$ cat src/ssd_pkg.sv
`timescale 1ns / 1ps
`default_nettype none

package ssd_pkg;

    // Result kinds seen on the output channel.
    localparam logic [1:0] KIND_DATA     = 2'd0;
    localparam logic [1:0] KIND_END_GOOD = 2'd1;
    localparam logic [1:0] KIND_END_BAD  = 2'd2;

    // Link framing constants.
    localparam logic [7:0] SYNC_FIRST  = 8'h01;
    localparam logic [7:0] SYNC_SECOND = 8'hFE;
    localparam logic [7:0] SYSEX_START = 8'hF0;
    localparam logic [7:0] SYSEX_END   = 8'hF7;
    localparam logic [7:0] HDR_LEN     = 8'd16;
    localparam logic [7:0] LEN_POS     = 8'd6;
    localparam logic [7:0] GROUP_LEN   = 8'd7;

    // Body byte offsets of the start marker, the latched fields and the first group.
    localparam logic [7:0] BODY_START  = 8'd0;
    localparam logic [7:0] BODY_MSG    = 8'd2;
    localparam logic [7:0] BODY_CMD    = 8'd4;
    localparam logic [7:0] BODY_SUB    = 8'd5;
    localparam logic [7:0] BODY_GROUPS = 8'd6;

    // One result item.
    typedef struct packed {
        logic [1:0] kind;
        logic [7:0] data;
        logic [7:0] msg_num;
        logic [7:0] cmd;
        logic [7:0] sub;
        logic [7:0] payload_count;
    } res_t;

    // Result handoff from the parser to the output queue.
    typedef struct packed {
        logic push;
        res_t res;
    } res_push_t;

endpackage

`default_nettype wire

$ cat src/ssd_stream_if.sv
`timescale 1ns / 1ps
`default_nettype none

// Received byte channel.
interface ssd_rx_if;
    logic       valid;
    logic       ready;
    logic [7:0] rx_byte;

    modport source (output valid, output rx_byte, input ready);
    modport sink (input valid, input rx_byte, output ready);
endinterface

// Result channel.
interface ssd_res_if;
    logic       valid;
    logic       ready;
    logic [1:0] kind;
    logic [7:0] data;
    logic [7:0] msg_num;
    logic [7:0] cmd;
    logic [7:0] sub;
    logic [7:0] payload_count;

    modport source (output valid, output kind, output data, output msg_num,
                    output cmd, output sub, output payload_count, input ready);
    modport sink (input valid, input kind, input data, input msg_num,
                  input cmd, input sub, input payload_count, output ready);
endinterface

`default_nettype wire

$ cat src/ssd_parser.sv
`timescale 1ns / 1ps
`default_nettype none

module ssd_parser
(
    input  wire logic              clk,
    input  wire logic              rst_n,
    input  wire logic              byte_fire,
    input  wire logic [7:0]        rx_byte,
    output ssd_pkg::res_push_t     res_push
);

    typedef enum logic [1:0] {
        PH_HUNT  = 2'd0,
        PH_SYNC  = 2'd1,
        PH_FRAME = 2'd2
    } phase_t;

    phase_t     phase_reg, phase_next;
    logic [7:0] pos_reg, pos_next;
    logic [7:0] plen_reg, plen_next;
    logic [7:0] msg_reg, msg_next;
    logic [7:0] cmd_reg, cmd_next;
    logic [7:0] sub_reg, sub_next;
    logic       smo_reg, smo_next;
    logic [6:0] prefix_reg, prefix_next;
    logic [2:0] slot_reg, slot_next;
    logic [7:0] count_reg, count_next;

    logic [7:0] len_v;
    logic [7:0] flen;
    logic [7:0] body_idx;
    logic [7:0] prefix_ext;
    logic       hi_bit;
    logic       emit;
    logic [7:0] dec_val;
    logic       frame_end;
    logic       frame_good;
    logic       push;
    logic [1:0] kind;
    logic [7:0] data;

    // Packet length as seen by this byte, and the body length derived from it.
    assign len_v    = (pos_reg == ssd_pkg::LEN_POS) ? rx_byte : plen_reg;
    assign flen     = (len_v >= ssd_pkg::HDR_LEN) ? (len_v - ssd_pkg::HDR_LEN) : 8'd0;
    assign body_idx = pos_reg - ssd_pkg::HDR_LEN;
    // Slot k takes its high bit from prefix bit k-1; slot 0 never decodes.
    assign prefix_ext = {1'b0, prefix_reg};
    assign hi_bit     = prefix_ext[slot_reg - 3'd1];
    assign dec_val  = {hi_bit, rx_byte[6:0]} | {1'b0, rx_byte[6:0]} | {rx_byte[7], 7'd0};

    // Next-state and result logic for one accepted byte.
    always_comb
    begin
        phase_next  = phase_reg;
        pos_next    = pos_reg;
        plen_next   = plen_reg;
        msg_next    = msg_reg;
        cmd_next    = cmd_reg;
        sub_next    = sub_reg;
        smo_next    = smo_reg;
        prefix_next = prefix_reg;
        slot_next   = slot_reg;
        count_next  = count_reg;
        emit        = 1'b0;
        frame_end   = 1'b0;
        frame_good  = 1'b0;

        unique case (phase_reg)
            PH_SYNC:
            begin
                if (rx_byte == ssd_pkg::SYNC_SECOND)
                begin
                    phase_next  = PH_FRAME;
                    pos_next    = 8'd2;
                    plen_next   = 8'd0;
                    msg_next    = 8'd0;
                    cmd_next    = 8'd0;
                    sub_next    = 8'd0;
                    smo_next    = 1'b0;
                    prefix_next = 7'd0;
                    slot_next   = 3'd0;
                    count_next  = 8'd0;
                end
                else if (rx_byte != ssd_pkg::SYNC_FIRST)
                begin
                    phase_next = PH_HUNT;
                end
            end
            PH_FRAME:
            begin
                if (pos_reg == ssd_pkg::LEN_POS)
                begin
                    plen_next = rx_byte;
                end
                if ((pos_reg == ssd_pkg::LEN_POS) && (rx_byte < ssd_pkg::HDR_LEN))
                begin
                    // Length too short to hold a header: resume the sync search.
                    phase_next = PH_HUNT;
                    pos_next   = 8'd0;
                end
                else
                begin
                    // Body field latching and 7-bit group unpacking.
                    if (pos_reg >= ssd_pkg::HDR_LEN)
                    begin
                        if (body_idx == ssd_pkg::BODY_START)
                        begin
                            smo_next = (rx_byte == ssd_pkg::SYSEX_START);
                        end
                        else if (body_idx == ssd_pkg::BODY_MSG)
                        begin
                            msg_next = rx_byte;
                        end
                        else if (body_idx == ssd_pkg::BODY_CMD)
                        begin
                            cmd_next = rx_byte;
                        end
                        else if (body_idx == ssd_pkg::BODY_SUB)
                        begin
                            sub_next = rx_byte;
                        end
                        else if ((body_idx >= ssd_pkg::BODY_GROUPS) &&
                                 (({1'b0, body_idx} + 9'd1) < {1'b0, flen}))
                        begin
                            if (slot_reg == 3'd0)
                            begin
                                prefix_next = rx_byte[6:0];
                                slot_next   = 3'd1;
                            end
                            else
                            begin
                                emit = 1'b1;
                                if (count_reg != 8'hFF)
                                begin
                                    count_next = count_reg + 8'd1;
                                end
                                slot_next = ({5'd0, slot_reg} >= ssd_pkg::GROUP_LEN) ?
                                            3'd0 : (slot_reg + 3'd1);
                            end
                        end
                    end

                    // Last packet byte closes the frame.
                    if ((pos_reg > ssd_pkg::LEN_POS) &&
                        (({1'b0, pos_reg} + 9'd1) == {1'b0, len_v}))
                    begin
                        frame_end  = 1'b1;
                        frame_good = (flen >= ssd_pkg::GROUP_LEN) && smo_next &&
                                     (rx_byte == ssd_pkg::SYSEX_END);
                        phase_next = PH_HUNT;
                        pos_next   = 8'd0;
                    end
                    else
                    begin
                        pos_next = pos_reg + 8'd1;
                    end
                end
            end
            default:
            begin
                phase_next = (rx_byte == ssd_pkg::SYNC_FIRST) ? PH_SYNC : PH_HUNT;
            end
        endcase
    end

    // Result formation: a frame end takes precedence over a decoded byte.
    always_comb
    begin
        push = byte_fire && (frame_end || emit);
        if (frame_end)
        begin
            kind = frame_good ? ssd_pkg::KIND_END_GOOD : ssd_pkg::KIND_END_BAD;
            data = 8'd0;
        end
        else
        begin
            kind = ssd_pkg::KIND_DATA;
            data = dec_val;
        end
    end

    assign res_push.push              = push;
    assign res_push.res.kind          = kind;
    assign res_push.res.data          = data;
    assign res_push.res.msg_num       = msg_next;
    assign res_push.res.cmd           = cmd_next;
    assign res_push.res.sub           = sub_next;
    assign res_push.res.payload_count = count_next;

    // Parser state, updated once per accepted byte.
    always_ff @(posedge clk or negedge rst_n)
    begin
        if (!rst_n)
        begin
            phase_reg  <= PH_HUNT;
            pos_reg    <= 8'd0;
            plen_reg   <= 8'd0;
            msg_reg    <= 8'd0;
            cmd_reg    <= 8'd0;
            sub_reg    <= 8'd0;
            smo_reg    <= 1'b0;
            prefix_reg <= 7'd0;
            slot_reg   <= 3'd0;
            count_reg  <= 8'd0;
        end
        else if (byte_fire)
        begin
            phase_reg  <= phase_next;
            pos_reg    <= pos_next;
            plen_reg   <= plen_next;
            msg_reg    <= msg_next;
            cmd_reg    <= cmd_next;
            sub_reg    <= sub_next;
            smo_reg    <= smo_next;
            prefix_reg <= prefix_next;
            slot_reg   <= slot_next;
            count_reg  <= count_next;
        end
    end

endmodule

`default_nettype wire

$ cat src/ssd_out_queue.sv
`timescale 1ns / 1ps
`default_nettype none

module ssd_out_queue
(
    input  wire logic              clk,
    input  wire logic              rst_n,
    input  wire ssd_pkg::res_push_t res_push,
    output logic                   full,
    ssd_res_if.source              res
);

    ssd_pkg::res_t mem_reg [2];
    logic          wr_ptr_reg, wr_ptr_next;
    logic          rd_ptr_reg, rd_ptr_next;
    logic [1:0]    count_reg, count_next;
    logic          pop;
    ssd_pkg::res_t head;

    // Two result slots so the parser keeps running while one result waits.
    assign full = (count_reg == 2'd2);
    assign pop  = (count_reg != 2'd0) && res.ready;
    assign head = mem_reg[rd_ptr_reg];

    always_comb
    begin
        wr_ptr_next = res_push.push ? ~wr_ptr_reg : wr_ptr_reg;
        rd_ptr_next = pop ? ~rd_ptr_reg : rd_ptr_reg;
        count_next  = count_reg + {1'b0, res_push.push} - {1'b0, pop};
    end

    // Pointer and fill-level registers.
    always_ff @(posedge clk or negedge rst_n)
    begin
        if (!rst_n)
        begin
            wr_ptr_reg <= 1'b0;
            rd_ptr_reg <= 1'b0;
            count_reg  <= 2'd0;
        end
        else
        begin
            wr_ptr_reg <= wr_ptr_next;
            rd_ptr_reg <= rd_ptr_next;
            count_reg  <= count_next;
        end
    end

    // Result storage.
    always_ff @(posedge clk)
    begin
        if (res_push.push)
        begin
            mem_reg[wr_ptr_reg] <= res_push.res;
        end
    end

    assign res.valid         = (count_reg != 2'd0);
    assign res.kind          = head.kind;
    assign res.data          = head.data;
    assign res.msg_num       = head.msg_num;
    assign res.cmd           = head.cmd;
    assign res.sub           = head.sub;
    assign res.payload_count = head.payload_count;

endmodule

`default_nettype wire

$ cat src/sysex_stream_deframer_core.sv
`timescale 1ns / 1ps
`default_nettype none

// SysEx stream deframer.
// The rx channel carries one link byte per transaction. The block hunts for the
// sync pair 0x01 0xFE, reads the 16-byte header (byte 6 is the packet length),
// then unpacks the 7-bit groups of the SysEx body. Each decoded byte leaves on
// the res channel as a payload result; the last packet byte gives a frame-end
// result, good or bad. On a bad end the receiver drops that frame's bytes.
// A byte can be accepted every cycle while the output queue has room. Header,
// marker and prefix bytes cause no result unless they are the last packet byte.
// The per-byte parser update is a single register stage; results go into a
// two-entry output queue that offers them on res. When the receiver stalls, up
// to two results are held, after which rx.ready drops until a result is taken.
// Reset clears the parser to the sync search and empties the output queue;
// no clearing pass is needed.
module sysex_stream_deframer_core
(
    input  wire logic clk,
    input  wire logic rst_n,
    ssd_rx_if.sink    rx,
    ssd_res_if.source res
);

    ssd_pkg::res_push_t res_push;
    logic               queue_full;
    logic               byte_fire;

    // An rx transaction is taken whenever the output queue has room.
    assign rx.ready  = !queue_full;
    assign byte_fire = rx.valid && !queue_full;

    ssd_parser u_parser
    (
        .clk       (clk),
        .rst_n     (rst_n),
        .byte_fire (byte_fire),
        .rx_byte   (rx.rx_byte),
        .res_push  (res_push)
    );

    ssd_out_queue u_queue
    (
        .clk      (clk),
        .rst_n    (rst_n),
        .res_push (res_push),
        .full     (queue_full),
        .res      (res)
    );

endmodule

`default_nettype wire

$ cat src/flat_wrapper.sv
// flat-port wrapper written by rule: the top's interface ports become plain ports
module sysex_stream_deframer_core_flat 
  (clk, rst_n, rx_valid, rx_rx_byte, rx_ready, res_valid, res_kind, res_data, res_msg_num, res_cmd, res_sub, res_payload_count, res_ready);
  ssd_rx_if rx_i ();
  ssd_res_if res_i ();
  input  wire logic clk;
  input  wire logic rst_n;
  input wire logic [$bits(rx_i.valid)-1:0] rx_valid;
  input wire logic [$bits(rx_i.rx_byte)-1:0] rx_rx_byte;
  output wire logic [$bits(rx_i.ready)-1:0] rx_ready;
  output wire logic [$bits(res_i.valid)-1:0] res_valid;
  output wire logic [$bits(res_i.kind)-1:0] res_kind;
  output wire logic [$bits(res_i.data)-1:0] res_data;
  output wire logic [$bits(res_i.msg_num)-1:0] res_msg_num;
  output wire logic [$bits(res_i.cmd)-1:0] res_cmd;
  output wire logic [$bits(res_i.sub)-1:0] res_sub;
  output wire logic [$bits(res_i.payload_count)-1:0] res_payload_count;
  input wire logic [$bits(res_i.ready)-1:0] res_ready;
  assign rx_i.valid = rx_valid;
  assign rx_i.rx_byte = rx_rx_byte;
  assign rx_ready = rx_i.ready;
  assign res_valid = res_i.valid;
  assign res_kind = res_i.kind;
  assign res_data = res_i.data;
  assign res_msg_num = res_i.msg_num;
  assign res_cmd = res_i.cmd;
  assign res_sub = res_i.sub;
  assign res_payload_count = res_i.payload_count;
  assign res_i.ready = res_ready;
  sysex_stream_deframer_core u_core (.clk(clk), .rst_n(rst_n), .rx(rx_i), .res(res_i));
endmodule
$ cat config.mk
export PLATFORM = sky130hd
export DESIGN_NAME = sysex_stream_deframer_core_flat
export DESIGN_NICKNAME = d
export VERILOG_FILES = /design/src/ssd_pkg.sv /design/src/ssd_stream_if.sv /design/src/ssd_parser.sv /design/src/ssd_out_queue.sv /design/src/sysex_stream_deframer_core.sv /design/src/flat_wrapper.sv
export SDC_FILE = /design/constraint.sdc
export NUM_CORES = 1
export LEC_CHECK = 0
export BUFFER_PORTS_ARGS = -buffer_cell sky130_fd_sc_hd__buf_2
export CORE_UTILIZATION = 53
export CTS_BUF_LIST = sky130_fd_sc_hd__clkbuf_16
export DETAILED_ROUTE_END_ITERATION = 12
export PLACE_DENSITY = 0.7
export SLEW_MARGIN = 20
export SYNTH_ARGS = -nofsm -noshare
export SYNTH_HDL_FRONTEND = slang
export SYNTH_HIERARCHICAL = 1
export SYNTH_SLANG_ARGS = --single-unit
$ cat constraint.sdc
create_clock -name clk -period 7.79 [get_ports clk]
set_clock_uncertainty 0.2 [all_clocks]
set_input_delay 1.558 -clock clk [delete_from_list [all_inputs] [get_ports clk]]
set_output_delay 1.558 -clock clk [all_outputs]
set_load 0.03 [all_outputs]
Word level (Yosys, flattened, before mapping)
Memories as Yosys holds them, arrays and structs flattened.
Index checks and enable logic that the tools add are counted.
W data, S select, Z words.
Word-level totals
  register bits after elaboration: 65
  memory bits (writable): 84
  bits of input ports: 12
  word-level logic and storage cells: 177
  memories: 1
Memory list
  u_core.u_queue.mem_reg: depth 2, width 42, read ports 1, clocked after Yosys merged registers in 0, write ports 1, RTL line ssd_out_queue.sv:13  | ssd_pkg::res_t mem_reg [2];
Operators by class
  add/subtract/negate cells: 10
  order comparisons: 9
  equality and inequality tests: 25
  mux-type cells: 96
  bitwise gates (word level): 4
  reduce and logical (&&, ||, !) cells: 19
Operators with widths (count)
  $mux W8: 35
  $pmux W8 S2: 6
  $mux W7: 9
  $mux W3: 10
  $mux W1: 25
  $eq A8 B3 Y1 const B: 3
  $eq A8 B8 Y1 const B: 3
  $add A8 B1 Y9 const B: 2
  $ne A2 B2 Y1 const B: 9
  $add A8 B1 Y8 const B: 2
  $ge A8 B3 Y1 const B: 2
  $ge A8 B5 Y1 const B: 2
  $sub A8 B5 Y8 const B: 2
  $pmux W7 S2: 1
  $mux W2: 6
  $reduce_and A11 Y1: 1
  $reduce_and A10 Y1: 1
  $eq A9 B8 Y1: 1
  $lt A9 B8 Y1: 1
  $eq A8 B1 Y1 const B: 1
  $eq A8 B2 Y1 const B: 1
  $gt A8 B3 Y1 const B: 1
  $logic_and A1 B1 Y1: 8
  $logic_not A8 Y1: 1
  25 further kinds: 30

Logic depth before layout (Yosys ltp)
Gate-level depths: netlist of the first run.
  depth in word-level cells: 18
  mapped depth: 23
  mapped depth without buffers: 19

By module
The synthesis of the first run kept the hierarchy.
Modules (own cells, without submodules)
  ssd_parser: instances 1, cells each 546, area each 4767.1 µm², seq. area each 1526.5 µm²
  ssd_out_queue: instances 1, cells each 148, area each 3433.3 µm², seq. area each 2622.5 µm²
  sysex_stream_deframer_core: instances 1, cells each 2, area each 10.0 µm², seq. area each 0.0 µm²

Least setup slack after synthesis of the first run
Ideal clock, no wire load.
  path kind: input to register
  start: in rx_rx_byte[7]
  end: mem u_core/u_queue/mem_reg[0][0] (netlist bit) (enable)
  library setup time: 447 ps
  data arrival time: 6180 ps
  path slack: 964 ps
  stages: 17
  buffers on the path: 3
  cell sequence: buf_2 nor4_1 and3_1 a21o_1 nand2_1 nand2_1 ha_1 a21o_1 a21o_1 a211o_1 a21oi_1 nand4_1 clkbuf_1 nor2_1 o21a_1 buf_4 nor2b_1
Between the ends
  longest elaborated chain between the ends: 17
RTL lines
  from (decl): RTL line flat_wrapper.sv:9  | input wire logic [$bits(rx_i.rx_byte)-1:0] rx_rx_byte;
  $mux W8
  $sub A8 B5 Y8 / $ge A8 B5 Y1 (equally long branches): RTL line ssd_parser.sv:45  | assign flen = (len_v >= ssd_pkg::HDR_LEN) ? (len_v - ssd_pkg::HDR_LEN) : 8'd0;
  $mux W8: RTL line ssd_parser.sv:45
  $lt A9 B8 Y1: RTL line ssd_parser.sv:124  | (({1'b0, body_idx} + 9'd1) < {1'b0, flen}))
  $logic_and A1 B1 Y1: RTL line ssd_parser.sv:123  | else if ((body_idx >= ssd_pkg::BODY_GROUPS) &&
  $mux W1: RTL line ssd_parser.sv:123
  $mux W1: RTL line ssd_parser.sv:119  | else if (body_idx == ssd_pkg::BODY_SUB)
  $mux W1: RTL line ssd_parser.sv:115  | else if (body_idx == ssd_pkg::BODY_CMD)
  [2 not listed]
  $mux W1: RTL line ssd_parser.sv:105  | if (pos_reg >= ssd_pkg::HDR_LEN)
  $mux W1: RTL line ssd_parser.sv:96  | if ((pos_reg == ssd_pkg::LEN_POS) && (rx_byte < ssd_pkg::HDR_LEN))
  $mux W1: RTL line ssd_parser.sv:69  | unique case (phase_reg)
  $logic_or A1 B1 Y1 *: RTL line ssd_parser.sv:170  | push = byte_fire && (frame_end || emit);
  $logic_and A1 B1 Y1 *: RTL line ssd_parser.sv:170
  via u_core.u_parser.push: RTL line ssd_parser.sv:39  | logic push;
  $mux W1 *: RTL line ssd_out_queue.sv:52  | if (res_push.push)
  $mux W1 (not written as such) *: RTL line ssd_out_queue.sv:54  | mem_reg[wr_ptr_reg] <= res_push.res;
  to (decl): RTL line ssd_out_queue.sv:13
Mark *: on every way through the listed nets, which the timed path passes. The rest lies on a longest branch.

==> reports/qor.txt, run 1 <==
SYNTH
----------------------------------------------------------------------------------
Number of instances in the synthesized netlist ......................          696
Unique masters post-synth ...........................................           78
Netlist area before placement .......................................    8210 um^2
Number of warning messages in the yosys log .........................            6
Dominant synthesized flop cell ...................................... sky130_fd_sc_hd__edfxtp_1
Sequential fraction of the synthesis area ...........................        50.5%
Synthesized area per cell ...........................................    11.8 um^2
Async set or reset register ratio after synthesis ...................        43.6%
EDFF count, synth ...................................................           84
Post-Syn Nets .......................................................          734
Register bit total from synthesis ...................................          149

GLOBAL ROUTE
----------------------------------------------------------------------------------
Vias in the first global route ......................................         5607
Wire length of the first global-routing pass ........................     30600 um
Antenna violations before repair ....................................            0
Largest net degree at the start of global routing ...................           66
Leftover overflow at the end of global routing ......................            0
Aggregate global-route resource usage ...............................        25.1%

LAYOUT
----------------------------------------------------------------------------------
Sequential cell area in the final layout ............................    4150 um^2
Area used by multi-input combinational logic ........................    3710 um^2
Net count of the finished layout ....................................          763
Final Cell Area .....................................................    9070 um^2
Area Overhead vs Synth ..............................................        10.5%
Leading cell type in the layout, fill and taps excluded ............. sky130_fd_sc_hd__edfxtp_1
Flip-flop count of the largest register, all copies and words added .           84
Count of inserted antenna diode cells ...............................            0
Fillers .............................................................         1206
Commonest cells after routing, fill and taps aside .................. sky130_fd_sc_hd__edfxtp_1 (84), sky130_fd_sc_hd__dfrtp_1 (64), sky130_fd_sc_hd__nand2_1 (60), sky130_fd_sc_hd__buf_2 (55), sky130_fd_sc_hd__mux2_4 (39)
Fraction of final layout cells with drive strength greater than 1 ...        20.9%

DRT
----------------------------------------------------------------------------------
Total Wirelength ....................................................     19200 um
Detailed-route wire length per cell .................................      20.7 um
Drt drc .............................................................            0
Number of detailed-route iterations in the first pass ...............            5
Vias per std cell ...................................................         6.36
Antenna-violating nets left .........................................            0
Detailed-route via count ............................................         5887
Starting DRC count in detailed routing ..............................          682

STA
----------------------------------------------------------------------------------
Period Utilization, post-route ......................................        79.0%
Hold Violations, Final ..............................................            0
Setup violators final ...............................................            0
Setup repair after global routing missed its margin .................           no
Worst-Margin Slew ...................................................      1100 ps
Normalized max-slew margin ..........................................        26.1%
Total negative slack ................................................         0 ps
Tmin final ..........................................................      6150 ps
Final-report max-slew violation count ...............................            0
Maximum frequency from static timing analysis .......................    0.163 GHz

PLACE
----------------------------------------------------------------------------------
Placer Congestion ...................................................        0.935
Hpwl dp .............................................................     13000 um
Dpl cell area .......................................................    8480 um^2
Port-buffer cells ...................................................           55

SETUP PATH
----------------------------------------------------------------------------------
Cell-by-cell listing of the critical path ........................... nor4_4 > nand2_2 > mux2i_1 > inv_1 > ha_1 > o21ai_0 > nand2_1 > nand2_1 > ha_1 > a21o_1 > a21o_1 > a211o_1 > a21oi_1 > nand4_1 > nor2_1 > o21a_1 > nor2b_4 > buf_4
Worst setup EP type .................................................    flip-flop
Maximum net fanout on the critical path .............................           28
Maximum single-stage delay on the critical path .....................       720 ps
Kind of critical path ...............................................      reg2reg
Crit path max-delay cell type ....................................... sky130_fd_sc_hd__nor2b_4
Endpoint required time on the critical path .........................      7720 ps
Data arrival time at the worst-slack endpoint .......................      6080 ps
Category of the worst setup path launch point .......................    flip-flop

CLOCK NETWORK
----------------------------------------------------------------------------------
Post-CTS Setup Bufs .................................................            0
CTS Root Buffer Type ................................................ sky130_fd_sc_hd__clkbuf_16
Cts hold-fix bufs ...................................................            0
Total clock sinks ...................................................          149
Post-CTS sizing .....................................................            0
Register clock-pin slew on the reported worst setup and hold paths ..        70 ps
Clock buffers created by TritonCTS ..................................           17
Buffer depth of the longest clock path ..............................            2
CTS H-tree lvls .....................................................            4
Latest clock arrival within the worst-skew pair .....................       420 ps
Clock tree from TritonCTS ...........................................          yes

DIE
----------------------------------------------------------------------------------
Cell Rows ...........................................................           45
Die outline width ...................................................       126 um
Area of the core region .............................................   15100 um^2
Area enclosed by the die boundary ...................................   16000 um^2
Number of placed I/O pins ...........................................           56
Die H ...............................................................       126 um
Initial core utilization ............................................        54.2%

OUTCOME
----------------------------------------------------------------------------------
Outcome ............................................................. complete, no violations

PWR
----------------------------------------------------------------------------------
Pwr Total ...........................................................      1.92 mW
Largest vdd supply drop .............................................     0.193 mV
Total power density per cell area ...................................  212 nW/um^2
Leakage .............................................................      3.43 nW

FLOW RUN
----------------------------------------------------------------------------------
Count of maximum capacitance violations .............................            0

WORST HOLD PATH
----------------------------------------------------------------------------------
Tightest Hold Check Type ............................................      reg2reg

final cells by class:
type / count / area share (%)
Timing Repair Buffer: 61 / 3.53
Clock inverter: 15 / 1.81
Tap cell: 188 / 2.59
Clock buffer: 17 / 4.69
Multi-Input combinational cell: 479 / 40.9
Sequential cell: 149 / 45.8
Inverter: 17 / 0.704
where the power goes:
group / total, mW / internal [mW] / switching [mW]
logic: 0.256 / 0.0936 / 0.163
registers: 0.844 / 0.837 / 0.00625
clock network: 0.824 / 0.480 / 0.344
logic make-up after synthesis:
kind of cell	synth area share, %
DFF	50.5
and+or+nand+nor	14.8
muxes	8.34
adders and majority gates	3.96
xor gates and xnor gates	2.13
buffers and inverters	4.42
AOI/OAI and AO/OA	15.8
cells in the mapped netlist, drive strengths merged (13+ instances only):
library cell,instances,area share (%)
a32o,25,3.0
nor2,25,1.1
clkbuf,32,1.5
edfxtp,84,31
nand2,61,2.8
buf,19,2.2
inv,17,0.78
xnor2,13,1.4
mux2,44,7.8
o21ai,23,1.4
a22o,32,3.4
and3,15,1.1
nand3,37,2.3
dfrtp,65,20
ha,26,4.0
worst max-delay path: cells and delay by family (launching register included):
| family | cells | cell delay, ps |
|---|---|---|
| AOI/OAI and AO/OA | 6 | 1260 |
| adders and majority gates | 2 | 430 |
| buffers and inverters | 2 | 390 |
| DFF | 1 | 570 |
| muxes | 1 | 350 |
| and+or+nand+nor | 7 | 2650 |
path summary, 6_finish.rpt:
path	from	slack, ps	cells after the start	end
min reg2reg	u_core/u_parser/sub_reg[3]$_DFFE_PN0P_	290	1	u_core/u_parser/sub_reg[3]$_DFFE_PN0P_
max in group asynchronous	rst_n	5620	2	u_core/u_queue/rd_ptr_reg$_DFFE_PN0P_
max	u_core/u_parser/pos_reg[4]$_DFFE_PN0P_	1640	18	u_core/u_queue/mem_reg[0][34]$_DFFE_PP_
min in group asynchronous	rst_n	1130	2	u_core/u_parser/count_reg[2]$_DFFE_PN0P_
min	u_core/u_parser/sub_reg[3]$_DFFE_PN0P_	290	1	u_core/u_parser/sub_reg[3]$_DFFE_PN0P_
max reg2reg	u_core/u_parser/pos_reg[4]$_DFFE_PN0P_	1640	18	u_core/u_queue/mem_reg[0][34]$_DFFE_PP_
through the flow:
step / utilization (%) / setup slack, ps / std cells / hold WS [ps]
2_1_floorplan: - / 964 / 696 / 255
3_3_place_gp: 56.0 / 1550 / 894 / 274
3_5_place_dp: 56.0 / 1330 / 894 / 281
4_1_cts: 59.9 / 1750 / 926 / 295
5_1_grt: 59.9 / 1310 / 926 / 303
6_report: 59.9 / 1640 / 926 / 294
routing by layer:
layer / part of all wire (%) / up-vias / global-route usage (%)
met5: 0 / - / 0
met4: 2.3 / 0 / 9.50
met3: 4.8 / 35 / 4.51
met2: 50 / 209 / 41.8
met1: 43 / 2921 / 32.7
li1: - / 2722 / -
No activity file was read; power rests on OpenSTA's default activity.
==> run 2: changes to the inputs <==
--- a/config.mk
+++ b/config.mk
@@ -5,11 +5,12 @@
 export SDC_FILE = /design/constraint.sdc
 export NUM_CORES = 1
 export LEC_CHECK = 0
+export ABC_AREA = 1
 export BUFFER_PORTS_ARGS = -buffer_cell sky130_fd_sc_hd__buf_2
 export CORE_UTILIZATION = 53
 export CTS_BUF_LIST = sky130_fd_sc_hd__clkbuf_16
 export DETAILED_ROUTE_END_ITERATION = 12
-export PLACE_DENSITY = 0.7
+export PLACE_DENSITY = 0.73
 export SLEW_MARGIN = 20
 export SYNTH_ARGS = -nofsm -noshare
 export SYNTH_HDL_FRONTEND = slang
==> constraint.sdc (replaced) <==
create_clock -name clk -period 5.3 [get_ports clk]
set_clock_uncertainty 0.2 [all_clocks]
set_input_delay 1.06 -clock clk [delete_from_list [all_inputs] [get_ports clk]]
set_output_delay 1.06 -clock clk [all_outputs]
set_load 0.03 [all_outputs]
==> run 2 against run 1 <==
Net effect: utilization grew 1.8 points; sequential share of layout area shrank 0.18 points; wire length shrank 2.3%; non-clock buffer count grew 4; via count grew 9.0%; flip-flop and latch count is the same; largest power group unchanged; setup slack lost 960 ps; combinational power grew to 4.1 times the previous value; critical path depth grew 6.
==> reports/qor.txt, run 2 <==
GLOBAL ROUTE
----------------------------------------------------------------------------------
Antenna violations before repair ....................................            0   unchanged
Aggregate global-route resource usage ...............................        25.2%   +0.17 points
Leftover overflow at the end of global routing ......................            0   unchanged
Largest net degree at the start of global routing ...................           45   -32%
Vias in the first global route ......................................         6068   +8.2%
Wire length of the first global-routing pass ........................     30700 um   +0.29%

DIE
----------------------------------------------------------------------------------
Area of the core region .............................................   14800 um^2   -2.6%
Initial core utilization ............................................        55.0%   +0.79 points
Area enclosed by the die boundary ...................................   15800 um^2   -1.1%
Number of placed I/O pins ...........................................           56   unchanged
Die outline width ...................................................       126 um   -0.57%
Cell Rows ...........................................................           44   -2.2%
Die H ...............................................................       126 um   -0.57%

SETUP PATH
----------------------------------------------------------------------------------
Kind of critical path ...............................................      reg2reg
Data arrival time at the worst-slack endpoint .......................      4540 ps   -1540 ps
Worst setup EP type .................................................    flip-flop
Category of the worst setup path launch point .......................    flip-flop
Reg-to-reg slack, setup .............................................       680 ps   -960 ps
Maximum net fanout on the critical path .............................           32   +14%
Endpoint required time on the critical path .........................      5220 ps   -2500 ps

STA
----------------------------------------------------------------------------------
Setup violators final ...............................................            0   unchanged
Hold Violations, Final ..............................................            0   unchanged
Fin Hold WS .........................................................       286 ps   -7.65 ps
Setup repair after global routing missed its margin .................           no
Total negative slack ................................................         0 ps   unchanged
Worst-Margin Slew ...................................................       731 ps   -373 ps
Maximum frequency from static timing analysis .......................    0.217 GHz   +33%
Normalized max-slew margin ..........................................        51.1%   +25 points
Period Utilization, post-route ......................................        87.1%   +8.2 points
Tmin final ..........................................................      4620 ps   -1530 ps
Final-report max-slew violation count ...............................            0   unchanged

SYNTH
----------------------------------------------------------------------------------
Synth top area share ................................................        31.1%   +0.36 points
Unique masters post-synth ...........................................           46   -41%
Commonest cells in the netlist ...................................... sky130_fd_sc_hd__nand2_1 (300), sky130_fd_sc_hd__inv_1 (106), sky130_fd_sc_hd__edfxtp_1 (84), sky130_fd_sc_hd__dfrtp_1 (65), sky130_fd_sc_hd__nor2_1 (51)
Cell types occupying the most area after synthesis .................. sky130_fd_sc_hd__edfxtp_1 (31%), sky130_fd_sc_hd__dfrtp_1 (20%), sky130_fd_sc_hd__nand2_1 (14%)
Most common cell in the synthesized netlist ......................... sky130_fd_sc_hd__nand2_1
EDFF count, synth ...................................................           84   unchanged
Synthesized area per cell ...........................................    8.72 um^2   -26%
Sequential fraction of the synthesis area ...........................        51.1%   +0.59 points
Dominant synthesized flop cell ...................................... sky130_fd_sc_hd__edfxtp_1
Number of instances in the synthesized netlist ......................          931   +34%
Register bit total from synthesis ...................................          149   unchanged
Async set or reset register ratio after synthesis ...................        43.6%   unchanged
Post-Syn Nets .......................................................          969   +32%
Netlist area before placement .......................................    8120 um^2   -1.2%
Yosys top cell by area .............................................. sky130_fd_sc_hd__edfxtp_1
Number of warning messages in the yosys log .........................            6   unchanged

CLOCK NETWORK
----------------------------------------------------------------------------------
Latest clock arrival within the worst-skew pair .....................       430 ps   about the same
Cts hold-fix bufs ...................................................            0   unchanged
CTS Root Buffer Type ................................................ sky130_fd_sc_hd__clkbuf_16
Clock buffers created by TritonCTS ..................................           17   unchanged
Register clock-pin slew on the reported worst setup and hold paths ..        60 ps   about the same
CTS H-tree lvls .....................................................            4   unchanged
Clock tree from TritonCTS ...........................................          yes
Post-CTS Setup Bufs .................................................            0   unchanged
Total clock sinks ...................................................          149   unchanged
Post-CTS sizing .....................................................            0   unchanged
Buffer depth of the longest clock path ..............................            2   unchanged

LAYOUT
----------------------------------------------------------------------------------
Flip-flop count of the largest register, all copies and words added .           84   unchanged
Fraction of final layout cells with drive strength greater than 1 ...        16.8%   -4.0 points
Count of inserted antenna diode cells ...............................            0   unchanged
Leading cell type in the layout, fill and taps excluded ............. sky130_fd_sc_hd__nand2_1
Fillers .............................................................         1245   +3.2%
Area Overhead vs Synth ..............................................        12.1%
Net count of the finished layout ....................................         1028   +35%
Commonest cells after routing, fill and taps aside .................. sky130_fd_sc_hd__nand2_1 (300), sky130_fd_sc_hd__inv_1 (110), sky130_fd_sc_hd__edfxtp_1 (84), sky130_fd_sc_hd__dfrtp_1 (65), sky130_fd_sc_hd__buf_2 (55)

PLACE
----------------------------------------------------------------------------------
Port-buffer cells ...................................................           55   unchanged
Placer Congestion ...................................................        0.899   -3.8%
Hpwl dp .............................................................     13200 um   +1.5%

DRT
----------------------------------------------------------------------------------
Met3 Routed Length ..................................................       846 um   -8.1%
Total Wirelength ....................................................     18700 um   -2.3%
Detailed route wirelength on metal2 .................................      8680 um   -9.0%
Number of detailed-route iterations in the first pass ...............            7   +2
Wire length the detailed router placed on met1 ......................      8850 um   +7.3%
Antenna-violating nets left .........................................            0   unchanged
Highest routing layer actually used .................................         met4
Vias per std cell ...................................................         5.41   -15%
Starting DRC count in detailed routing ..............................          662   -2.9%
Detailed-route via count ............................................         6419   +9.0%
Drt drc .............................................................            0   unchanged
Detailed-route wire length per cell .................................      15.8 um   -24%

PWR
----------------------------------------------------------------------------------
Largest vdd supply drop .............................................     0.211 mV   +9.6%
Share of total power in the clock network ...........................        31.9%   -11 points
Power share of the combinational group ..............................        30.3%   +17 points
Total power density per cell area ...................................  383 nW/um^2   +81%
Internal Dissipation ................................................      2.19 mW   +56%
Share of total power consumed by net switching ......................        37.1%   +10 points
Leakage .............................................................      4.07 nW   +19%
Net switching component of the power ................................      1.29 mW   +150%
Reg power frac ......................................................        37.7%   -6.2 points

WORST HOLD PATH
----------------------------------------------------------------------------------
Tightest Hold Check Type ............................................      reg2reg

OUTCOME
----------------------------------------------------------------------------------
Outcome ............................................................. complete, no violations

FLOW RUN
----------------------------------------------------------------------------------
Count of maximum capacitance violations .............................            0   unchanged

run 2: per-layer routing:
metal | vias up | global-route usage, %
li1 | 3172 | -
met4 | 0 | 9.21
met2 | 180 | 40.6
met3 | 20 | 4.59
met1 | 3047 | 34.4
met5 | - | 0
run 2: power groups by stage:
stage	combinational, mW	clock (mW)	sequential (mW)
after floorplan	0.817	0	1.33
after global placement	1.04	0	1.34
after detailed placement	1.06	0	1.34
after CTS	1.07	1.13	1.32
after global routing	1.16	1.18	1.32
final	1.06	1.11	1.32
run 2: cell type report:
type	count	area [um^2]	share of cell area, %
clock buffer	17	425	4.67
clock inverter	15	120	1.32
inverter	119	454	4.99
multi-input combinational	638	3350	36.8
sequential	149	4150	45.6
tap	184	230	2.53
timing repair buffer	65	375	4.12
run 2: final timing paths:
path                                                                   to  depth (start not counted)                                      start
worst max-delay path              u_core/u_queue/mem_reg[0][25]$_DFFE_PP_                         24     u_core/u_parser/pos_reg[0]$_DFFE_PN0P_
worst min-delay path            u_core/u_parser/prefix_reg[3]$_DFFE_PN0P_                          2  u_core/u_parser/prefix_reg[3]$_DFFE_PN0P_
worst max register to register    u_core/u_queue/mem_reg[0][25]$_DFFE_PP_                         24     u_core/u_parser/pos_reg[0]$_DFFE_PN0P_
worst min register to register  u_core/u_parser/prefix_reg[3]$_DFFE_PN0P_                          2  u_core/u_parser/prefix_reg[3]$_DFFE_PN0P_
max in group asynchronous          u_core/u_parser/cmd_reg[0]$_DFFE_PN0P_                          2                                      rst_n
min in group asynchronous         u_core/u_parser/plen_reg[6]$_DFFE_PN0P_                          1                                      rst_n
run 2: critical path, cell delays in order, from the launching register on:
cell and delay, ps:
sky130_fd_sc_hd__dfrtp_1 460, sky130_fd_sc_hd__inv_2 170, sky130_fd_sc_hd__nand2_2 110, sky130_fd_sc_hd__nor2_8 160, sky130_fd_sc_hd__nand2_4 170, sky130_fd_sc_hd__nand2_1 110
sky130_fd_sc_hd__nand2_2 80, sky130_fd_sc_hd__inv_1 110, sky130_fd_sc_hd__ha_1 150, sky130_fd_sc_hd__nand2_1 90, sky130_fd_sc_hd__o21bai_4 260, sky130_fd_sc_hd__nand2_1 90
sky130_fd_sc_hd__ha_1 300, sky130_fd_sc_hd__a21oi_1 150, sky130_fd_sc_hd__o21ai_0 100, sky130_fd_sc_hd__nand3_1 90, sky130_fd_sc_hd__nand3b_1 130, sky130_fd_sc_hd__inv_1 100
sky130_fd_sc_hd__nand3_1 150, sky130_fd_sc_hd__nor2_2 180, sky130_fd_sc_hd__nand2_1 70, sky130_fd_sc_hd__a21oi_1 350, sky130_fd_sc_hd__inv_1 140, sky130_fd_sc_hd__nor2_4 140
sky130_fd_sc_hd__buf_12 210
run 2: cells by family (layout without fill, tap and decap cells):
kind of cell	count (synthesis)	count (layout)	synth area share [%]
DFF	149	149	51.1
and+or+nand+nor	460	460	25.1
adders and majority gates	26	26	4.01
AOI/OAI and AO/OA	141	141	10.8
xor gates and xnor gates	11	11	1.19
buffers and inverters	144	216	7.72
run 2: per-stage QoR:
stage / utilization (%) / power [mW] / worst slack, ps / cells / area, um^2
2_1_floorplan: - / 2.15 / 396 / 931 / 8120
3_3_place_gp: 58.0 / 2.38 / 642 / 1155 / 8560
3_5_place_dp: 58.0 / 2.40 / 544 / 1155 / 8560
4_1_cts: 61.7 / 3.51 / 715 / 1187 / 9100
5_1_grt: 61.7 / 3.67 / 274 / 1187 / 9100
6_report: 61.7 / 3.49 / 682 / 1187 / 9100
